--- src/sha256_message_hasher_macros.svh ---
// ----------------------------------------------------------------------------
// SHA-256 message hasher assertion macros
// Shorthand for clocked, reset-qualified properties in the hasher RTL.
// ----------------------------------------------------------------------------
`ifndef SHA256_MESSAGE_HASHER_MACROS_SVH
`define SHA256_MESSAGE_HASHER_MACROS_SVH

// Same-cycle implication, sampled on i_clk, off while i_rst_n is low
`define SHAMH_ASSERT_NOW(label, ante, cons, msg) \
    label: assert property (@(posedge i_clk) disable iff (!i_rst_n) (ante) |-> (cons)) \
        else $error(msg);

// Next-cycle implication, sampled on i_clk, off while i_rst_n is low
`define SHAMH_ASSERT_NEXT(label, ante, cons, msg) \
    label: assert property (@(posedge i_clk) disable iff (!i_rst_n) (ante) |=> (cons)) \
        else $error(msg);

`endif

--- src/shamh_pkg.sv ---
// ----------------------------------------------------------------------------
// SHA-256 message hasher package
// Round constants, initial hash values and the round control bundle.
// ----------------------------------------------------------------------------
package shamh_pkg;

    localparam logic [7:0] PAD_MARK   = 8'h80;
    localparam logic [3:0] LEN_HI_IDX = 4'd14;
    localparam logic [3:0] LAST_WIDX  = 4'd15;

    typedef struct packed {
        logic shift;   // shift working vars toward a, new value into h
        logic round;   // run one compression round
        logic cap;     // capture w[t-16] and w[t-15] from the window memory
        logic expand;  // form the expanded schedule word
        logic use_q;   // round takes its word straight from the window memory
    } t_round_ctl;

    function automatic logic [31:0] round_k(input logic [5:0] idx);
        logic [31:0] k;
        unique case (idx)
            6'd0:  k = 32'h428a2f98;  6'd1:  k = 32'h71374491;
            6'd2:  k = 32'hb5c0fbcf;  6'd3:  k = 32'he9b5dba5;
            6'd4:  k = 32'h3956c25b;  6'd5:  k = 32'h59f111f1;
            6'd6:  k = 32'h923f82a4;  6'd7:  k = 32'hab1c5ed5;
            6'd8:  k = 32'hd807aa98;  6'd9:  k = 32'h12835b01;
            6'd10: k = 32'h243185be;  6'd11: k = 32'h550c7dc3;
            6'd12: k = 32'h72be5d74;  6'd13: k = 32'h80deb1fe;
            6'd14: k = 32'h9bdc06a7;  6'd15: k = 32'hc19bf174;
            6'd16: k = 32'he49b69c1;  6'd17: k = 32'hefbe4786;
            6'd18: k = 32'h0fc19dc6;  6'd19: k = 32'h240ca1cc;
            6'd20: k = 32'h2de92c6f;  6'd21: k = 32'h4a7484aa;
            6'd22: k = 32'h5cb0a9dc;  6'd23: k = 32'h76f988da;
            6'd24: k = 32'h983e5152;  6'd25: k = 32'ha831c66d;
            6'd26: k = 32'hb00327c8;  6'd27: k = 32'hbf597fc7;
            6'd28: k = 32'hc6e00bf3;  6'd29: k = 32'hd5a79147;
            6'd30: k = 32'h06ca6351;  6'd31: k = 32'h14292967;
            6'd32: k = 32'h27b70a85;  6'd33: k = 32'h2e1b2138;
            6'd34: k = 32'h4d2c6dfc;  6'd35: k = 32'h53380d13;
            6'd36: k = 32'h650a7354;  6'd37: k = 32'h766a0abb;
            6'd38: k = 32'h81c2c92e;  6'd39: k = 32'h92722c85;
            6'd40: k = 32'ha2bfe8a1;  6'd41: k = 32'ha81a664b;
            6'd42: k = 32'hc24b8b70;  6'd43: k = 32'hc76c51a3;
            6'd44: k = 32'hd192e819;  6'd45: k = 32'hd6990624;
            6'd46: k = 32'hf40e3585;  6'd47: k = 32'h106aa070;
            6'd48: k = 32'h19a4c116;  6'd49: k = 32'h1e376c08;
            6'd50: k = 32'h2748774c;  6'd51: k = 32'h34b0bcb5;
            6'd52: k = 32'h391c0cb3;  6'd53: k = 32'h4ed8aa4a;
            6'd54: k = 32'h5b9cca4f;  6'd55: k = 32'h682e6ff3;
            6'd56: k = 32'h748f82ee;  6'd57: k = 32'h78a5636f;
            6'd58: k = 32'h84c87814;  6'd59: k = 32'h8cc70208;
            6'd60: k = 32'h90befffa;  6'd61: k = 32'ha4506ceb;
            6'd62: k = 32'hbef9a3f7;  6'd63: k = 32'hc67178f2;
        endcase
        return k;
    endfunction

    function automatic logic [31:0] init_h(input logic [2:0] idx);
        logic [31:0] h;
        unique case (idx)
            3'd0: h = 32'h6a09e667;
            3'd1: h = 32'hbb67ae85;
            3'd2: h = 32'h3c6ef372;
            3'd3: h = 32'ha54ff53a;
            3'd4: h = 32'h510e527f;
            3'd5: h = 32'h9b05688c;
            3'd6: h = 32'h1f83d9ab;
            3'd7: h = 32'h5be0cd19;
        endcase
        return h;
    endfunction

endpackage

--- src/shamh_wmem.sv ---
// ----------------------------------------------------------------------------
// SHA-256 schedule window memory
// 16 x 32-bit message/schedule words, one write port, two registered reads.
// ----------------------------------------------------------------------------
module shamh_wmem import shamh_pkg::*; (
    input  logic        i_clk,
    input  logic        i_rd_en,
    input  logic [3:0]  i_rd_addr0,
    input  logic [3:0]  i_rd_addr1,
    output logic [31:0] o_rd_data0,
    output logic [31:0] o_rd_data1,
    input  logic        i_wr_en,
    input  logic [3:0]  i_wr_addr,
    input  logic [31:0] i_wr_data
);

    logic [31:0] r_mem [16];
    logic [31:0] r_q0;
    logic [31:0] r_q1;

    always_ff @(posedge i_clk) begin
        if (i_wr_en) begin
            r_mem[i_wr_addr] <= i_wr_data;
        end
    end

    // Read data holds until the next read
    always_ff @(posedge i_clk) begin
        if (i_rd_en) begin
            r_q0 <= r_mem[i_rd_addr0];
            r_q1 <= r_mem[i_rd_addr1];
        end
    end

    assign o_rd_data0 = r_q0;
    assign o_rd_data1 = r_q1;

endmodule

--- src/shamh_hmem.sv ---
// ----------------------------------------------------------------------------
// SHA-256 chaining value memory
// 8 x 32-bit hash words; an entry not written since the last clear reads
// as its initial hash value.
// ----------------------------------------------------------------------------
module shamh_hmem import shamh_pkg::*; (
    input  logic        i_clk,
    input  logic        i_rst_n,
    input  logic        i_clr,
    input  logic        i_rd_en,
    input  logic [2:0]  i_rd_addr,
    output logic [31:0] o_rd_data,
    input  logic        i_wr_en,
    input  logic [2:0]  i_wr_addr,
    input  logic [31:0] i_wr_data
);

    logic [31:0] r_mem [8];
    logic [7:0]  r_valid;
    logic [31:0] r_q;

    always_ff @(posedge i_clk) begin
        if (!i_rst_n) begin
            r_valid <= '0;
        end else if (i_clr) begin
            r_valid <= '0;
        end else if (i_wr_en) begin
            r_valid[i_wr_addr] <= 1'b1;
        end
    end

    always_ff @(posedge i_clk) begin
        if (i_wr_en) begin
            r_mem[i_wr_addr] <= i_wr_data;
        end
    end

    always_ff @(posedge i_clk) begin
        if (i_rd_en) begin
            r_q <= r_valid[i_rd_addr] ? r_mem[i_rd_addr] : init_h(i_rd_addr);
        end
    end

    assign o_rd_data = r_q;

endmodule

--- src/shamh_round.sv ---
// ----------------------------------------------------------------------------
// SHA-256 round unit
// Working variables a..h, one compression round per step, and the
// schedule expansion from words read out of the window memory.
// ----------------------------------------------------------------------------
module shamh_round import shamh_pkg::*; (
    input  logic        i_clk,
    input  t_round_ctl  i_ctl,
    input  logic [31:0] i_shift_data,
    input  logic [31:0] i_k,
    input  logic [31:0] i_q0,
    input  logic [31:0] i_q1,
    output logic [31:0] o_wexp,
    output logic [31:0] o_a
);

    function automatic logic [31:0] bsig0(input logic [31:0] x);
        return {x[1:0], x[31:2]} ^ {x[12:0], x[31:13]} ^ {x[21:0], x[31:22]};
    endfunction

    function automatic logic [31:0] bsig1(input logic [31:0] x);
        return {x[5:0], x[31:6]} ^ {x[10:0], x[31:11]} ^ {x[24:0], x[31:25]};
    endfunction

    function automatic logic [31:0] ssig0(input logic [31:0] x);
        return {x[6:0], x[31:7]} ^ {x[17:0], x[31:18]} ^ {3'b000, x[31:3]};
    endfunction

    function automatic logic [31:0] ssig1(input logic [31:0] x);
        return {x[16:0], x[31:17]} ^ {x[18:0], x[31:19]} ^ {10'b0, x[31:10]};
    endfunction

    logic [31:0] r_a, r_b, r_c, r_d, r_e, r_f, r_g, r_h;
    logic [31:0] r_w16;
    logic [31:0] r_w15;
    logic [31:0] r_w;
    logic [31:0] w_word;
    logic [31:0] w_t1;
    logic [31:0] w_t2;

    assign w_word = i_ctl.use_q ? i_q0 : r_w;
    assign w_t1   = r_h + bsig1(r_e) + ((r_e & r_f) ^ (~r_e & r_g)) + i_k + w_word;
    assign w_t2   = bsig0(r_a) + ((r_a & r_b) ^ (r_a & r_c) ^ (r_b & r_c));
    // i_q0 carries w[t-7] and i_q1 carries w[t-2] on the expand step
    assign o_wexp = r_w16 + ssig0(r_w15) + i_q0 + ssig1(i_q1);
    assign o_a    = r_a;

    always_ff @(posedge i_clk) begin
        if (i_ctl.shift) begin
            r_a <= r_b;
            r_b <= r_c;
            r_c <= r_d;
            r_d <= r_e;
            r_e <= r_f;
            r_f <= r_g;
            r_g <= r_h;
            r_h <= i_shift_data;
        end else if (i_ctl.round) begin
            r_h <= r_g;
            r_g <= r_f;
            r_f <= r_e;
            r_e <= r_d + w_t1;
            r_d <= r_c;
            r_c <= r_b;
            r_b <= r_a;
            r_a <= w_t1 + w_t2;
        end
    end

    always_ff @(posedge i_clk) begin
        if (i_ctl.cap) begin
            r_w16 <= i_q0;
            r_w15 <= i_q1;
        end
        if (i_ctl.expand) begin
            r_w <= o_wexp;
        end
    end

endmodule

--- src/sha256_message_hasher.sv ---
// ----------------------------------------------------------------------------
// SHA-256 message hasher
// Byte-wide message in, 256-bit digest out as eight 32-bit words.
//
//   channel  handshake                  payload
//   input    i_in_valid / o_in_ready    i_data_byte, i_has_byte, i_end_of_message
//   output   o_out_valid / i_out_ready  o_digest_word, o_word_index, o_last_word
//
// Byte items are taken back to back in the idle state. The item that fills a
// 64-byte block starts a compression (load the chaining words, 16 rounds that
// take their words straight from the window memory, 48 rounds paced by the two
// read ports of the window memory as they expand the schedule, then fold back)
// during which no item is taken. An end item writes the padding words of each
// padded block, runs one or two compressions, then reads out the digest words.
// Reset clears the valid bits of the chaining memory, so it reads as the
// initial hash values at once. A stalled output holds the digest sequencer.
// ----------------------------------------------------------------------------
`include "sha256_message_hasher_macros.svh"

module sha256_message_hasher import shamh_pkg::*; (
    input  logic        i_clk,
    input  logic        i_rst_n,
    input  logic        i_in_valid,
    output logic        o_in_ready,
    input  logic [7:0]  i_data_byte,
    input  logic        i_has_byte,
    input  logic        i_end_of_message,
    output logic        o_out_valid,
    input  logic        i_out_ready,
    output logic [31:0] o_digest_word,
    output logic [2:0]  o_word_index,
    output logic        o_last_word
);

    typedef enum logic [5:0] {
        ST_IDLE  = 6'b000001,
        ST_PAD   = 6'b000010,
        ST_LOAD  = 6'b000100,
        ST_ROUND = 6'b001000,
        ST_FIN   = 6'b010000,
        ST_OUT   = 6'b100000
    } t_state;

    t_state      r_state, n_state;
    logic [63:0] r_count, n_count;
    logic [3:0]  r_widx, n_widx;
    logic        r_fit, n_fit;
    logic        r_mark_done, n_mark_done;
    logic        r_eom, n_eom;
    logic        r_final, n_final;
    logic [3:0]  r_cnt, n_cnt;
    logic [5:0]  r_t, n_t;
    logic [1:0]  r_sub, n_sub;
    logic [2:0]  r_oidx, n_oidx;
    logic        r_osub, n_osub;
    logic        r_out_valid, n_out_valid;

    logic [23:0] r_pack;
    logic [31:0] r_digest;
    logic [2:0]  r_index;
    logic        r_last;

    logic        w_acc;
    logic [5:0]  w_pos;
    logic [5:0]  w_pos_new;
    logic        w_blk_full;
    logic        w_early;
    logic        w_out_load;
    logic [3:0]  w_cnt_m1;
    logic [31:0] w_marker;
    logic [31:0] w_pad_word;

    logic        w_w_rd_en;
    logic [3:0]  w_w_rd_addr0;
    logic [3:0]  w_w_rd_addr1;
    logic [31:0] w_w_q0;
    logic [31:0] w_w_q1;
    logic        w_w_wr_en;
    logic [3:0]  w_w_wr_addr;
    logic [31:0] w_w_wr_data;

    logic        w_h_clr;
    logic        w_h_rd_en;
    logic [2:0]  w_h_rd_addr;
    logic [31:0] w_h_q;
    logic        w_h_wr_en;
    logic [31:0] w_h_wr_data;

    t_round_ctl  w_rctl;
    logic [31:0] w_wexp;
    logic [31:0] w_a;

    assign o_in_ready = (r_state == ST_IDLE);
    assign w_acc      = i_in_valid && o_in_ready;
    assign w_pos      = r_count[8:3];
    assign w_pos_new  = i_has_byte ? (w_pos + 6'd1) : w_pos;
    assign w_blk_full = i_has_byte && (w_pos == 6'd63);
    assign w_early    = (r_t[5:4] == 2'b00);
    assign w_cnt_m1   = r_cnt - 4'd1;
    assign w_out_load = (r_state == ST_OUT) && r_osub && (!r_out_valid || i_out_ready);

    // Word holding the pad marker after the bytes already packed
    always_comb begin
        unique case (r_count[4:3])
            2'd0: w_marker = {PAD_MARK, 24'h0};
            2'd1: w_marker = {r_pack[7:0], PAD_MARK, 16'h0};
            2'd2: w_marker = {r_pack[15:0], PAD_MARK, 8'h0};
            2'd3: w_marker = {r_pack[23:0], PAD_MARK};
        endcase
    end

    always_comb begin
        if (!r_mark_done) begin
            w_pad_word = w_marker;
        end else if (r_fit && (r_widx >= LEN_HI_IDX)) begin
            w_pad_word = r_widx[0] ? r_count[31:0] : r_count[63:32];
        end else begin
            w_pad_word = '0;
        end
    end

    // Window memory port control
    always_comb begin
        w_w_wr_en    = 1'b0;
        w_w_wr_addr  = r_widx;
        w_w_wr_data  = w_pad_word;
        w_w_rd_en    = 1'b0;
        w_w_rd_addr0 = r_t[3:0];
        w_w_rd_addr1 = r_t[3:0] + 4'd1;
        if (w_acc && i_has_byte && (w_pos[1:0] == 2'd3)) begin
            w_w_wr_en   = 1'b1;
            w_w_wr_addr = w_pos[5:2];
            w_w_wr_data = {r_pack, i_data_byte};
        end else if (r_state == ST_PAD) begin
            w_w_wr_en = 1'b1;
        end else if ((r_state == ST_ROUND) && (r_sub == 2'd2)) begin
            w_w_wr_en   = 1'b1;
            w_w_wr_addr = r_t[3:0];
            w_w_wr_data = w_wexp;
        end
        if (r_state == ST_ROUND) begin
            if (r_sub == 2'd0) begin
                w_w_rd_en = 1'b1;
            end else if ((r_sub == 2'd1) && !w_early) begin
                // fetch w[t-7] and w[t-2]
                w_w_rd_en    = 1'b1;
                w_w_rd_addr0 = r_t[3:0] + 4'd9;
                w_w_rd_addr1 = r_t[3:0] + 4'd14;
            end
        end
    end

    // Chaining memory port control
    assign w_h_rd_en   = (((r_state == ST_LOAD) || (r_state == ST_FIN)) && !r_cnt[3])
                         || ((r_state == ST_OUT) && !r_osub);
    assign w_h_rd_addr = (r_state == ST_OUT) ? r_oidx : r_cnt[2:0];
    assign w_h_wr_en   = (r_state == ST_FIN) && (r_cnt != 4'd0);
    assign w_h_wr_data = w_h_q + w_a;
    assign w_h_clr     = w_out_load && (r_oidx == 3'd7);

    always_comb begin
        w_rctl.shift  = ((r_state == ST_LOAD) || (r_state == ST_FIN)) && (r_cnt != 4'd0);
        w_rctl.round  = (r_state == ST_ROUND)
                        && (((r_sub == 2'd1) && w_early) || (r_sub == 2'd3));
        w_rctl.use_q  = (r_sub == 2'd1);
        w_rctl.cap    = (r_state == ST_ROUND) && (r_sub == 2'd1) && !w_early;
        w_rctl.expand = (r_state == ST_ROUND) && (r_sub == 2'd2);
    end

    always_comb begin
        n_state     = r_state;
        n_count     = r_count;
        n_widx      = r_widx;
        n_fit       = r_fit;
        n_mark_done = r_mark_done;
        n_eom       = r_eom;
        n_final     = r_final;
        n_cnt       = r_cnt;
        n_t         = r_t;
        n_sub       = r_sub;
        n_oidx      = r_oidx;
        n_osub      = r_osub;
        n_out_valid = w_out_load ? 1'b1 : (i_out_ready ? 1'b0 : r_out_valid);
        unique case (r_state)
            ST_IDLE: begin
                if (w_acc) begin
                    n_mark_done = 1'b0;
                    n_eom       = i_end_of_message;
                    n_final     = 1'b0;
                    if (i_has_byte) begin
                        n_count = r_count + 64'd8;
                    end
                    if (w_blk_full) begin
                        n_state = ST_LOAD;
                        n_cnt   = '0;
                    end else if (i_end_of_message) begin
                        n_state = ST_PAD;
                        n_widx  = w_pos_new[5:2];
                        n_fit   = (w_pos_new < 6'd56);
                    end
                end
            end
            ST_PAD: begin
                n_mark_done = 1'b1;
                if (r_widx == LAST_WIDX) begin
                    n_final = r_fit && r_mark_done;
                    n_state = ST_LOAD;
                    n_cnt   = '0;
                end else begin
                    n_widx = r_widx + 4'd1;
                end
            end
            ST_LOAD: begin
                n_cnt = r_cnt + 4'd1;
                if (r_cnt[3]) begin
                    n_state = ST_ROUND;
                    n_t     = '0;
                    n_sub   = '0;
                end
            end
            ST_ROUND: begin
                if (w_rctl.round) begin
                    n_sub = '0;
                    if (r_t == 6'd63) begin
                        n_state = ST_FIN;
                        n_cnt   = '0;
                    end else begin
                        n_t = r_t + 6'd1;
                    end
                end else begin
                    n_sub = r_sub + 2'd1;
                end
            end
            ST_FIN: begin
                n_cnt = r_cnt + 4'd1;
                if (r_cnt[3]) begin
                    if (r_final) begin
                        n_state = ST_OUT;
                        n_oidx  = '0;
                        n_osub  = 1'b0;
                    end else if (r_eom) begin
                        // next padding block: the marker if not yet written, zeros, then the length
                        n_state = ST_PAD;
                        n_widx  = '0;
                        n_fit   = 1'b1;
                    end else begin
                        n_state = ST_IDLE;
                    end
                end
            end
            ST_OUT: begin
                if (!r_osub) begin
                    n_osub = 1'b1;
                end else if (w_out_load) begin
                    n_osub = 1'b0;
                    n_oidx = r_oidx + 3'd1;
                    if (r_oidx == 3'd7) begin
                        n_state = ST_IDLE;
                        n_count = '0;
                        n_eom   = 1'b0;
                        n_final = 1'b0;
                    end
                end
            end
            default: begin
                n_state = ST_IDLE;
            end
        endcase
    end

    always_ff @(posedge i_clk) begin
        if (!i_rst_n) begin
            r_state     <= ST_IDLE;
            r_count     <= '0;
            r_widx      <= '0;
            r_fit       <= 1'b0;
            r_mark_done <= 1'b0;
            r_eom       <= 1'b0;
            r_final     <= 1'b0;
            r_cnt       <= '0;
            r_t         <= '0;
            r_sub       <= '0;
            r_oidx      <= '0;
            r_osub      <= 1'b0;
            r_out_valid <= 1'b0;
        end else begin
            r_state     <= n_state;
            r_count     <= n_count;
            r_widx      <= n_widx;
            r_fit       <= n_fit;
            r_mark_done <= n_mark_done;
            r_eom       <= n_eom;
            r_final     <= n_final;
            r_cnt       <= n_cnt;
            r_t         <= n_t;
            r_sub       <= n_sub;
            r_oidx      <= n_oidx;
            r_osub      <= n_osub;
            r_out_valid <= n_out_valid;
        end
    end

    always_ff @(posedge i_clk) begin
        if (w_acc && i_has_byte) begin
            r_pack <= {r_pack[15:0], i_data_byte};
        end
        if (w_out_load) begin
            r_digest <= w_h_q;
            r_index  <= r_oidx;
            r_last   <= (r_oidx == 3'd7);
        end
    end

    assign o_out_valid   = r_out_valid;
    assign o_digest_word = r_digest;
    assign o_word_index  = r_index;
    assign o_last_word   = r_last;

    shamh_wmem u_wmem (
        .i_clk      (i_clk),
        .i_rd_en    (w_w_rd_en),
        .i_rd_addr0 (w_w_rd_addr0),
        .i_rd_addr1 (w_w_rd_addr1),
        .o_rd_data0 (w_w_q0),
        .o_rd_data1 (w_w_q1),
        .i_wr_en    (w_w_wr_en),
        .i_wr_addr  (w_w_wr_addr),
        .i_wr_data  (w_w_wr_data)
    );

    shamh_hmem u_hmem (
        .i_clk     (i_clk),
        .i_rst_n   (i_rst_n),
        .i_clr     (w_h_clr),
        .i_rd_en   (w_h_rd_en),
        .i_rd_addr (w_h_rd_addr),
        .o_rd_data (w_h_q),
        .i_wr_en   (w_h_wr_en),
        .i_wr_addr (w_cnt_m1[2:0]),
        .i_wr_data (w_h_wr_data)
    );

    shamh_round u_round (
        .i_clk        (i_clk),
        .i_ctl        (w_rctl),
        .i_shift_data (w_h_q),
        .i_k          (round_k(r_t)),
        .i_q0         (w_w_q0),
        .i_q1         (w_w_q1),
        .o_wexp       (w_wexp),
        .o_a          (w_a)
    );

    `SHAMH_ASSERT_NOW(a_chain_wr_in_fold, w_h_wr_en, r_state == ST_FIN, "chain written outside fold")
    `SHAMH_ASSERT_NOW(a_early_round_short, (r_state == ST_ROUND) && w_early, r_sub <= 2'd1, "early round ran long")
    `SHAMH_ASSERT_NEXT(a_end_holds_input, w_acc && i_end_of_message, !o_in_ready, "input taken during digest")
    `SHAMH_ASSERT_NOW(a_win_rd_wr_split, w_w_rd_en && w_w_wr_en, w_acc == 1'b0, "window read during byte write")

endmodule

--- config.mk ---
export PLATFORM = sky130hd
export DESIGN_NAME = sha256_message_hasher
export DESIGN_NICKNAME = d
export VERILOG_FILES = /design/src/shamh_pkg.sv /design/src/shamh_wmem.sv /design/src/shamh_hmem.sv /design/src/shamh_round.sv /design/src/sha256_message_hasher.sv
export VERILOG_INCLUDE_DIRS = /design/src /design/src/src
export SDC_FILE = /design/constraint.sdc
export NUM_CORES = 2
export LEC_CHECK = 0
export BUFFER_PORTS_ARGS = -buffer_cell sky130_fd_sc_hd__buf_2
export CAP_MARGIN = 0
export CORE_MARGIN = 3
export CORE_UTILIZATION = 40
export CTS_CLUSTER_SIZE = 16
export DETAILED_ROUTE_END_ITERATION = 8
export PLACE_DENSITY = 0.52
export SKIP_LAST_GASP = 1
export SYNTH_ARGS = -nofsm -noshare
export SYNTH_HDL_FRONTEND = slang
export SYNTH_HIERARCHICAL = 1
export SYNTH_SLANG_ARGS = --single-unit
export TNS_END_PERCENT = 1
--- constraint.sdc ---
create_clock -name i_clk -period 16.8 [get_ports i_clk]
set_clock_uncertainty 0.2 [all_clocks]
set_input_delay 1.68 -clock i_clk [delete_from_list [all_inputs] [get_ports i_clk]]
set_output_delay 1.68 -clock i_clk [all_outputs]
set_load 0.01 [all_outputs]
==> impl_results.md <==
- Gate power share: 0.012
- Fmax: roughly 0.12 GHz
- Leakage power: 30.3 nW
- Sw frac: 0.211
- FF-to-FF path depth: 28
- Max_slew headroom: 0.0429
- Port buffer count: 51
- Clock power frac: 0.478
- Post-CTS Setup Bufs: 0
- Arr. time, crit path: 8.60 ns
- WHS Path Cells: 2
- Critical path launch point type: flop
- Filler instances: between 15000 and 20000
- GP Congestion: around 0.9
- Slowest cell on the critical path: or4b_2
- Placed insts: 8103
- Slew at the pin closest to its max-slew limit: 1.40 ns
- FF-to-FF setup slack: approximately 8.7 ns
- Nets: 6153
- #FFs+latches synth: 1408
- Total GRT Usage: 0.251
- RSZ-0062 raised after global routing: no
- Core Rows: 160
- Final Hold Viols: 0
- Syn. warnings: 6
- Initial Util: 0.404
- DP HPWL: 173000 um
- Antenna-violating nets left: 0
- Routed WL per cell: about 30 um
- Vias per inst: 5.94
- Mapped cell area: 0.0772 mm^2
- Clock Latency Late Sink: 0.82 ns
- Die ar.: between 0.15 and 0.2 mm^2
- Final hold slack: 0.274 ns
- GR Overflow Total: 0
- Core area: 0.191 mm^2
- CTS buffer count: 163
- Via count: about 50000
- Post-CTS Hold Buffers: 0
- Vias in the first global route: 48900
- Post-Syn Instances: 5742
- Die W: 445 um
- Global-route wire length before repair: 359000 um
- P_sw: 1.57 mW
- CTS H-Tree Depth: 4
- Critical R2R Capture: u_round/o_a[28]$_DFFE_PP_
- # setup viols final: 0
- Detailed router's first-iteration violation count: around 5200
- Register area share after synthesis: 0.531
- Overall power: 7.46 mW
- Crit path required time: approximately 17 ns
- Post-cts sizing count: 0
- Core Util, Final: 0.449
- Post-synth cell types: roughly 100
- Root Buffer: clkbuf_16
- Mapped Avg Cell Area: between 10 and 15 um^2
- Tcrit/Tclk final: 0.484
- I/O pin total: 52
- Worst Hold Class: flop to flop
- Post-synth EDFFs: ~1300
- Layout cells sized above 1: 0.184
- WL final: 252000 um
- Die H: between 400 and 500 um
- DR pass1 iterations: 7
- Final Max Slew Viols: 0
- Critical path peak fanout: 6
- Crit path kind: flop to flop
- CTS Sinks: 1408
- Sequential Power Share: 0.509
- Pin count of the biggest net entering global routing: 100
- WHS Endpoint: u_hmem/r_valid[2]$_SDFFE_PP0P_
- Internal power component: 5.89 mW
- P per Cell Area: 87.0 mW/mm^2
- Peak VDD IR: 0.0856 mV
- Status: finished clean
- Clock-pin transition on the worst setup and hold timing paths: 0.06 ns
- Post-Layout Cell Count: 8412
- FF-to-FF Start: u_round/r_e[27]$_DFFE_PP_
- Setup TNS: 0 ns
- Layout area overhead: 11.2%
- Drc violations: 0
- Synthesized Nets: 6138
- CTS tree: done
- CP endpoint kind: flop
- Antenna violations before repair: 18
- Tmin final: between 8 and 9 ns
- Max incr delay on CP: ~0.62 ns
- CTS Buffer Depth: 3
- Max cap viols: 0
- Hold Startpoint: u_hmem/r_valid[2]$_SDFFE_PP0P_
- Post-synth ARST share: 0
- Most used DFF post-synth: edfxtp_1
-- through the flow --
step | setup WS (ns) | instance area [um^2]
floorplan | 9.59 | 77200
global placement | 8.72 | 80400
detailed placement | 8.64 | 80400
CTS | 8.61 | 85800
global route | 8.19 | 85800
finish | 8.66 | 85800
-- how the worst max path moves through the flow --
stage                                          from                         to  slack, ns
after floorplan            u_round/r_e[1]$_DFFE_PP_  u_round/o_a[31]$_DFFE_PP_       9.59
after global placement    u_round/r_e[26]$_DFFE_PP_  u_round/o_a[28]$_DFFE_PP_       8.72
after detailed placement  u_round/r_e[27]$_DFFE_PP_  u_round/o_a[28]$_DFFE_PP_       8.64
after CTS                 u_round/r_e[27]$_DFFE_PP_  u_round/o_a[28]$_DFFE_PP_       8.61
after global routing      u_round/r_e[27]$_DFFE_PP_  u_round/o_a[28]$_DFFE_PP_       8.19
final                     u_round/r_e[27]$_DFFE_PP_  u_round/o_a[28]$_DFFE_PP_       8.66
-- logic make-up after synthesis --
family	Yosys count	share of synthesized area
adder cells (fa/ha/maj)	384	0.0805
AO/OA/AOI/OAI	1120	0.0962
flip-flops	1408	0.531
buffers and inverters	715	0.0377
XOR/XNOR	453	0.0517
AND/OR/NAND/NOR	1018	0.0621
multiplexers	644	0.141
-- synth_stat cells (all sizes together), types with 36 or more instances --
master / number / area share
mux2: 241 / 0.035
a22oi: 142 / 0.014
a211oi: 48 / 0.0047
clkbuf: 190 / 0.0092
inv: 405 / 0.020
nor2: 290 / 0.014
xnor2: 280 / 0.032
mux2i: 74 / 0.0096
o21ai: 239 / 0.016
a21o: 82 / 0.0080
o211ai: 37 / 0.0037
nand2b: 36 / 0.0029
nor3: 64 / 0.0042
a31oi: 50 / 0.0041
ha: 194 / 0.031
buf: 120 / 0.0088
dfxtp: 132 / 0.034
edfxtp: 1276 / 0.50
fa: 188 / 0.049
xor2: 172 / 0.020
nand2: 321 / 0.016
nand3: 95 / 0.0062
mux4: 329 / 0.096
a21oi: 242 / 0.016
-- placed cells by master, fill, tap and decap left out, drive strengths merged, types with 64 or more instances in the layout --
cell | netlist | final
edfxtp | 1276 | 1276
fa | 188 | 188
nand3 | 95 | 95
a21oi | 242 | 242
a22oi | 142 | 142
mux4 | 329 | 329
o21ai | 239 | 239
nor3 | 64 | 64
mux2 | 241 | 241
xnor2 | 280 | 280
ha | 194 | 194
xor2 | 172 | 172
buf | 120 | 160
nor2 | 290 | 290
a21o | 82 | 82
dfxtp | 132 | 132
clkbuf | 190 | 217
inv | 405 | 409
nand2 | 321 | 321
mux2i | 74 | 74
-- area by class of cell --
cell class	instances	area, um^2	share of cell area
clock buffer	217	4420	0.0515
clock inverter	84	942	0.0110
multi-input combinational	3619	33700	0.393
antenna	8	20.0	0.000233
inverter	405	1530	0.0178
timing repair buffer	160	1090	0.0127
tap	2511	3140	0.0366
sequential	1408	41000	0.477
-- power groups by stage --
stage	Clock [mW]	Sequential [mW]	Combinational (mW)
after floorplan	0	3.87	0.0511
after global placement	0	3.87	0.0915
after detailed placement	0	3.87	0.0923
after CTS	3.65	3.80	0.0923
after global routing	3.79	3.80	0.0980
final	3.57	3.80	0.0914
-- registers in the layout (all words and copies together), names as in the netlist, 32 cells and up, named ones only --
signal             flops
u_round/r_f           32
u_round/r_b           32
u_round/o_a           32
r_count               61
u_round/r_g           32
u_wmem/o_rd_data1     32
u_hmem/r_mem         256
u_round/r_h           32
u_round/r_w16         32
o_digest_word         32
u_round/r_c           32
u_round/r_d           32
u_round/r_w15         32
u_hmem/o_rd_data      32
u_round/r_e           32
u_round/r_w           32
u_wmem/r_mem         512
u_wmem/o_rd_data0     32
-- critical path: cells and delay by family (launching register included) --
family | cells | cell delay (ns)
buffers and inverters | 4 | 0.25
AND/OR/NAND/NOR | 3 | 0.85
flip-flops | 1 | 0.54
AO/OA/AOI/OAI | 12 | 2.73
adder cells (fa/ha/maj) | 6 | 2.66
XOR/XNOR | 3 | 0.75
-- metal layers --
layer | vias to the layer above | track usage | part of all wire
met5 | - | 0 | 0.00022
met4 | 8 | 0.0671 | 0.027
met3 | 390 | 0.0375 | 0.066
met2 | 1944 | 0.408 | 0.48
met1 | 25800 | 0.354 | 0.43
li1 | 21800 | - | -
(Power assumes the default switching activity.)
